`src/rtl/core/assert_macros.svh`:
```
// Assertion macros shared by the RTL of the vertex normal accumulator.
// Depends on: a clock named clk and an active-low reset named rst_n in scope.
`ifndef ASSERT_MACROS_SVH
`define ASSERT_MACROS_SVH

// Check that a condition implies another in the same cycle.
`define ASSERT_SAME(label, ante, cons, msg) \
    label: assert property (@(posedge clk) disable iff (!rst_n) (ante) |-> (cons)) \
        else $error(msg);

// Check that a condition implies another in the next cycle.
`define ASSERT_NEXT(label, ante, cons, msg) \
    label: assert property (@(posedge clk) disable iff (!rst_n) (ante) |=> (cons)) \
        else $error(msg);

`endif

```
`src/rtl/core/vna_pkg.sv`:
```
// Package for the vertex normal accumulator: word types, op codes, constants.
// Depends on: nothing.
package vna_pkg;

    // Fixed field widths of the input and result words
    localparam int IDX_BITS    = 10;
    localparam int FIELD_COORD = 16;
    localparam int FIELD_NRM   = 48;

    // Parameter defaults
    localparam int DEF_VERTEX_COUNT = 1024;
    localparam int DEF_COORD_BITS   = 16;
    localparam int DEF_ACC_BITS     = 48;

    // Command queue between front and back (power of two)
    localparam int QUEUE_DEPTH     = 4;
    localparam int QUEUE_PTR_BITS  = $clog2(QUEUE_DEPTH);

    // Action codes of an input word
    localparam logic [1:0] ACT_LOAD     = 2'd0;
    localparam logic [1:0] ACT_TRIANGLE = 2'd1;
    localparam logic [1:0] ACT_READ     = 2'd2;

    typedef struct packed {
        logic [1:0]                    action;
        logic [IDX_BITS-1:0]           vertex_index;
        logic signed [FIELD_COORD-1:0] pos_x;
        logic signed [FIELD_COORD-1:0] pos_y;
        logic signed [FIELD_COORD-1:0] pos_z;
        logic [IDX_BITS-1:0]           corner_a;
        logic [IDX_BITS-1:0]           corner_b;
        logic [IDX_BITS-1:0]           corner_c;
    } vna_in_t;

    typedef struct packed {
        logic [IDX_BITS-1:0]           read_index;
        logic signed [FIELD_NRM-1:0]   normal_x;
        logic signed [FIELD_NRM-1:0]   normal_y;
        logic signed [FIELD_NRM-1:0]   normal_z;
        logic signed [FIELD_COORD-1:0] out_x;
        logic signed [FIELD_COORD-1:0] out_y;
        logic signed [FIELD_COORD-1:0] out_z;
    } vna_out_t;

    // Classified work for the back end
    typedef enum logic [1:0] {
        OP_LOAD,
        OP_TRIANGLE,
        OP_READ,
        OP_READ_BLANK
    } vna_op_t;

    typedef struct packed {
        vna_op_t op;
        vna_in_t word;
    } vna_cmd_t;

endpackage

```
`src/rtl/core/vna_cmd_queue.sv`:
```
// Short command queue between the front and back of the normal accumulator.
// Depends on: vna_pkg.
module vna_cmd_queue
    import vna_pkg::*;
(
    input  logic     clk,
    input  logic     rst_n,
    input  logic     push,
    input  vna_cmd_t push_cmd,
    output logic     full,
    input  logic     pop,
    output vna_cmd_t head,
    output logic     not_empty
);

    vna_cmd_t                  store [QUEUE_DEPTH];
    logic [QUEUE_PTR_BITS-1:0] wr_ptr_reg;
    logic [QUEUE_PTR_BITS-1:0] rd_ptr_reg;
    logic [QUEUE_PTR_BITS:0]   count_reg;

    assign full      = (count_reg == (QUEUE_PTR_BITS + 1)'(QUEUE_DEPTH));
    assign not_empty = (count_reg != '0);
    assign head      = store[rd_ptr_reg];

    // Store the pushed word
    always_ff @(posedge clk)
    begin
        if (push)
        begin
            store[wr_ptr_reg] <= push_cmd;
        end
    end

    // Advance pointers; they wrap on their own since the depth is a power of two
    always_ff @(posedge clk or negedge rst_n)
    begin
        if (!rst_n)
        begin
            wr_ptr_reg <= '0;
            rd_ptr_reg <= '0;
            count_reg  <= '0;
        end
        else
        begin
            if (push)
            begin
                wr_ptr_reg <= wr_ptr_reg + 1'b1;
            end
            if (pop)
            begin
                rd_ptr_reg <= rd_ptr_reg + 1'b1;
            end
            if (push && !pop)
            begin
                count_reg <= count_reg + 1'b1;
            end
            else if (pop && !push)
            begin
                count_reg <= count_reg - 1'b1;
            end
        end
    end

endmodule

```
`config.mk`:
```
export PLATFORM = sky130hd
export DESIGN_NAME = vna_cmd_queue
export DESIGN_NICKNAME = d
export VERILOG_FILES = /design/src/rtl/core/assert_macros.svh /design/src/rtl/core/vna_pkg.sv /design/src/rtl/core/vna_cmd_queue.sv
export SDC_FILE = /design/constraint.sdc
export NUM_CORES = 1
export LEC_CHECK = 0
export ABC_AREA = 1
export BUFFER_PORTS_ARGS = -buffer_cell sky130_fd_sc_hd__buf_2
export CORE_MARGIN = 1.5
export CORE_UTILIZATION = 35
export DETAILED_ROUTE_END_ITERATION = 7
export GPL_TIMING_DRIVEN = 0
export SLEW_MARGIN = 20
export SYNTH_ARGS = -nofsm -noshare
export SYNTH_HDL_FRONTEND = slang
export SYNTH_SLANG_ARGS = --single-unit
```
`constraint.sdc`:
```
create_clock -name clk -period 6.8 [get_ports clk]
set_clock_uncertainty 0.2 [all_clocks]
set_input_delay 1.36 -clock clk [delete_from_list [all_inputs] [get_ports clk]]
set_output_delay 1.36 -clock clk [all_outputs]
set_load 0.05 [all_outputs]
```
Yosys cells after proc, flatten, opt, wreduce, memory -nomap -nowiden

Memory sizes are Yosys's and may differ from the RTL's.
Cells that the tools add are included.

Multipliers: 0
Mux-type cells: 4
Eq/ne operators: 1
Divide/modulo/power cells: 0
Add/sub/neg operators: 4
Shift operators: 0
Bitwise operators: 0
Reduce and logical (&&, ||, !) cells: 6
Order comparisons: 0

Operators with widths:

| operator                                          | count |
|---|---|
| two-way mux 3 bit                                 | 2 |
| adder 2 x 1 -> 2 bit (second input constant)      | 2 |
| adder 3 x 1 -> 3 bit (second input constant)      | 1 |
| equality test 3 bit (second input constant)       | 1 |
| nonzero test 3 bit                                | 1 |
| subtractor 3 x 1 -> 3 bit (second input constant) | 1 |
| logical AND 1 bit                                 | 2 |
| logical NOT 1 bit                                 | 2 |
| two-way mux 1 bit                                 | 2 |
| nonzero test 2 bit                                | 1 |

Output and inout port bits: 94
Memory bits (writable): 368
Bits in latches: 0
Memories kept: 1
Input bits: 96
Register bits after elaboration: 7
Word-level logic and storage cells: 19
Bits in read-only memories: 0

Memory list:

| name  | words | bits a word | read ports | clocked after Yosys merged registers in | write ports | line                | text |
|---|---|---|---|---|---|---|---|
| store | 4     | 92          | 1          | 0                                       | 1           | vna_cmd_queue.sv:16 | `vna_cmd_t store [QUEUE_DEPTH];` |

Logic depth before layout (Yosys ltp)

Depth in word-level cells: 4
Depth in mapped cells: 9
Depth with buffers taken out: 9

Worst setup path after synthesis

No wires, ideal clock.

Path kind: input -> register
From: input push
To: memory store[0][0] (netlist name) (enable)
Setup slack: 2.715 ns
Arrival: 3.440 ns
Data required time: 6.154 ns
Library setup time: 0.446 ns
Path buffers: 1
Stages on the path: 3
Cells stage by stage: clkbuf_1 -> nand2_1 -> inv_1

Cells in the longest elaborated chain, start to end: 2

RTL lines:

| element                                 | line                | text |
|---|---|---|
| from (decl)                             | vna_cmd_queue.sv:8  | `input logic push,` |
| two-way mux 1 bit                       | vna_cmd_queue.sv:28 | `if (push)` |
| two-way mux 1 bit (implied by the code) | vna_cmd_queue.sv:30 | `store[wr_ptr_reg] <= push_cmd;` |
| to (decl)                               | vna_cmd_queue.sv:16 |  |

Every way passes these cells.

==> results.sh <==
export IMPL_yosys_area_top_type="edfxtp_1"
export IMPL_cap_violations=0
export IMPL_syn_area_per_cell_sq_um=13.49
export IMPL_cts_setup_buffers=0
export IMPL_max_slew_margin_rel_pct=61.30
export IMPL_fin_crit_ns=3.766
export IMPL_grt_pass1_wl_microns=52630
export IMPL_largest_reg_flops=368
export IMPL_grt_setup_unrepaired="no"
export IMPL_whs_path_depth=2
export IMPL_clock_path_buffers=3
export IMPL_finalSetupViolCount=0
export IMPL_hold_viol_final=0
export IMPL_synth_most_common_cell="edfxtp_1"
export IMPL_seqCellArea_sq_um=11230
export IMPL_die_h_microns=210.9
export IMPL_slew_violations=0
export IMPL_root_buffer="clkbuf_16"
export IMPL_num_antenna_cells=0
export IMPL_r2r_end="store[1][38]"
export IMPL_cts_buffers=41
export IMPL_syn_inst=1122
export IMPL_place_area_sq_um=16930
export IMPL_cts_hold_buffers_added=0
export IMPL_nets=1460
export IMPL_cts_tree="built"
export IMPL_crit_path_frequent_cell="buf_2"
export IMPL_synth_distinct_cells=19
export IMPL_vias=9021
export IMPL_yosysTopAreaCellShare_pct=73.03
export IMPL_critPathSlowestCell="buf_2"
export IMPL_min_delay_start="count_reg[2]"
export IMPL_grt_total_usage_pct=15.82
export IMPL_synthFlopType="edfxtp_1"
export IMPL_die_area_sq_um=44490
export IMPL_grt_pass1_vias=9015
export IMPL_status="finished clean"
export IMPL_grt_overflow_total=0
export IMPL_worstPathMaxFanout=10
export IMPL_antenna_found_initial=1
export IMPL_area_growth_pct=20.34
export IMPL_critical_path_max_stage_delay_ns=0.38
export IMPL_reg2regPathDepth=5
export IMPL_peakVddDrop_uv=408.1
export IMPL_ys_ff_latch=375
export IMPL_path_cells="buf_2 -> buf_2 -> o211ai_1 -> nand2_1 -> buf_2"
export IMPL_initial_core_util_pct=35.75
export IMPL_rrSetupSlack_ns=4.69
export IMPL_finalSetupTns_ns=0
export IMPL_dp_hpwl_microns=21050
export IMPL_synth_nets=1224
export IMPL_crit_path_end_kind="primary output"
export IMPL_cts_resized=0
export IMPL_htree_levels=2
export IMPL_p_leak_nw=7.299
export IMPL_drt_wl_total_microns=34950
export IMPL_drtPass1Iterations=5
export IMPL_ant_nets=0
export IMPL_drc_errors=0
export IMPL_port_buffers=189
export IMPL_holdPathEnd="count_reg[2]"
export IMPL_multi_input_area_sq_um=2648
export IMPL_wl_per_cell_microns=17.77
export IMPL_place_ws_ns=3.514
export IMPL_period_share_pct=55.39
export IMPL_core_rowCount=75
export IMPL_clk_pin_slew_ns=0.06
export IMPL_powerDensity_nw_per_um2=524.0
export IMPL_ioPinCount=190
export IMPL_fillers=3894
export IMPL_synth_edff_count=368
export IMPL_fin_ws_ns=3.034
export IMPL_power_total_w=0.009542
export IMPL_worst_pin_slew_ns=0.5804
export IMPL_synth_seq_area_share_pct=74.19
export IMPL_viasPerCell=4.586
export IMPL_netlist_area_sq_um=15130
export IMPL_final_area_sq_um=18210
export IMPL_worstSetupStartpointType="flop"
export IMPL_synthTopCellsByCount="edfxtp_1, nand2_1, inv_1"
export IMPL_drive_gt1_share_pct=23.09
export IMPL_fmax_mhz=265.5
export IMPL_clock_sinks=375
export IMPL_drt_iter0_markers=487
export IMPL_insertion_delay_ns=0.54
export IMPL_r2r_start="wr_ptr_reg[1]"
export IMPL_crit_type="reg2out"
export IMPL_arrival_ns=2.21
export IMPL_grt_max_degree=65
export IMPL_place_congestion=0.7265
export IMPL_required_ns=5.24
export IMPL_fp_dieW_microns=210.9
export IMPL_core_area_sq_um=42320
export IMPL_synthTopCellsByArea="edfxtp_1, o211ai_1, nand2_1"
export IMPL_yosys_warnings=0
export IMPL_ys_async_sr_fraction_pct=1.867
export IMPL_min_path_type="reg2reg"
==> layout by cell type (no fill, tap or decap), types with 8 or more instances in the layout <==
cell,n
nand2_1,290
clkbuf_1,14
clkbuf_16,43
buf_6,34
edfxtp_1,368
buf_2,213
inv_1,192
o211ai_1,177
clkinv_2,8
==> metal layers <==
layer  GRT usage [%]  part of all wire, %
met3           3.226                  5.2
met2           26.46                   49
met1           20.67                   44
met5               0                0.043
met4           5.049                  1.9
==> cell type report <==
class | instances | area share (%)
Sequential cell | 375 | 61.65
Tap cell | 577 | 3.965
Multi-Input combinational cell | 489 | 14.54
Timing Repair Buffer | 193 | 5.799
Clock buffer | 54 | 6.136
Clock inverter | 21 | 0.8933
Buffer | 62 | 2.865
Inverter | 196 | 4.150
==> where the power goes <==
group | total, W | internal, W | switching [W]
Clock | 0.00211 | 0.00124 | 0.000878
Sequential | 0.00312 | 0.00302 | 0.0000972
Combinational | 0.00431 | 0.00105 | 0.00326
Total | 0.00954 | 0.00530 | 0.00424
==> worst max-delay path, delay by kind of cell, from the launching register on <==
family,cells,cell delay [ns]
buf+inv,3,1.02
compound gates,1,0.15
simple gates,1,0.12
flops,1,0.36
==> cells by family after synthesis <==
group | synth area share, %
buf+inv | 8.311
simple gates | 7.326
flops | 74.19
fa+ha+maj | 0.5458
compound gates | 9.394
xor+xnor | 0.2316
==> worst max-delay path by stage <==
stage                         to          start  depth (start not counted)  slack, ns
floorplan            store[0][0]           push                          3       2.71
global placement    store[3][42]           push                          4       0.96
CTS                     head[69]  rd_ptr_reg[1]                          5       2.99
detailed placement  store[1][32]           push                          5       3.51
global route            head[74]  rd_ptr_reg[1]                          5       2.93
finish                  head[69]  rd_ptr_reg[1]                          5       3.03
==> per-stage QoR <==
stage	hold WS, ns	utilization, %	instances
3_3_place_gp	0.2590	39.69	1888
3_5_place_dp	0.2710	40.00	1892
5_1_grt	0.3053	43.02	1967
2_1_floorplan	0.2417	-	1122
4_1_cts	0.2839	43.02	1967
6_report	0.2827	43.02	1967
Power figures use the tool's default switching activity.
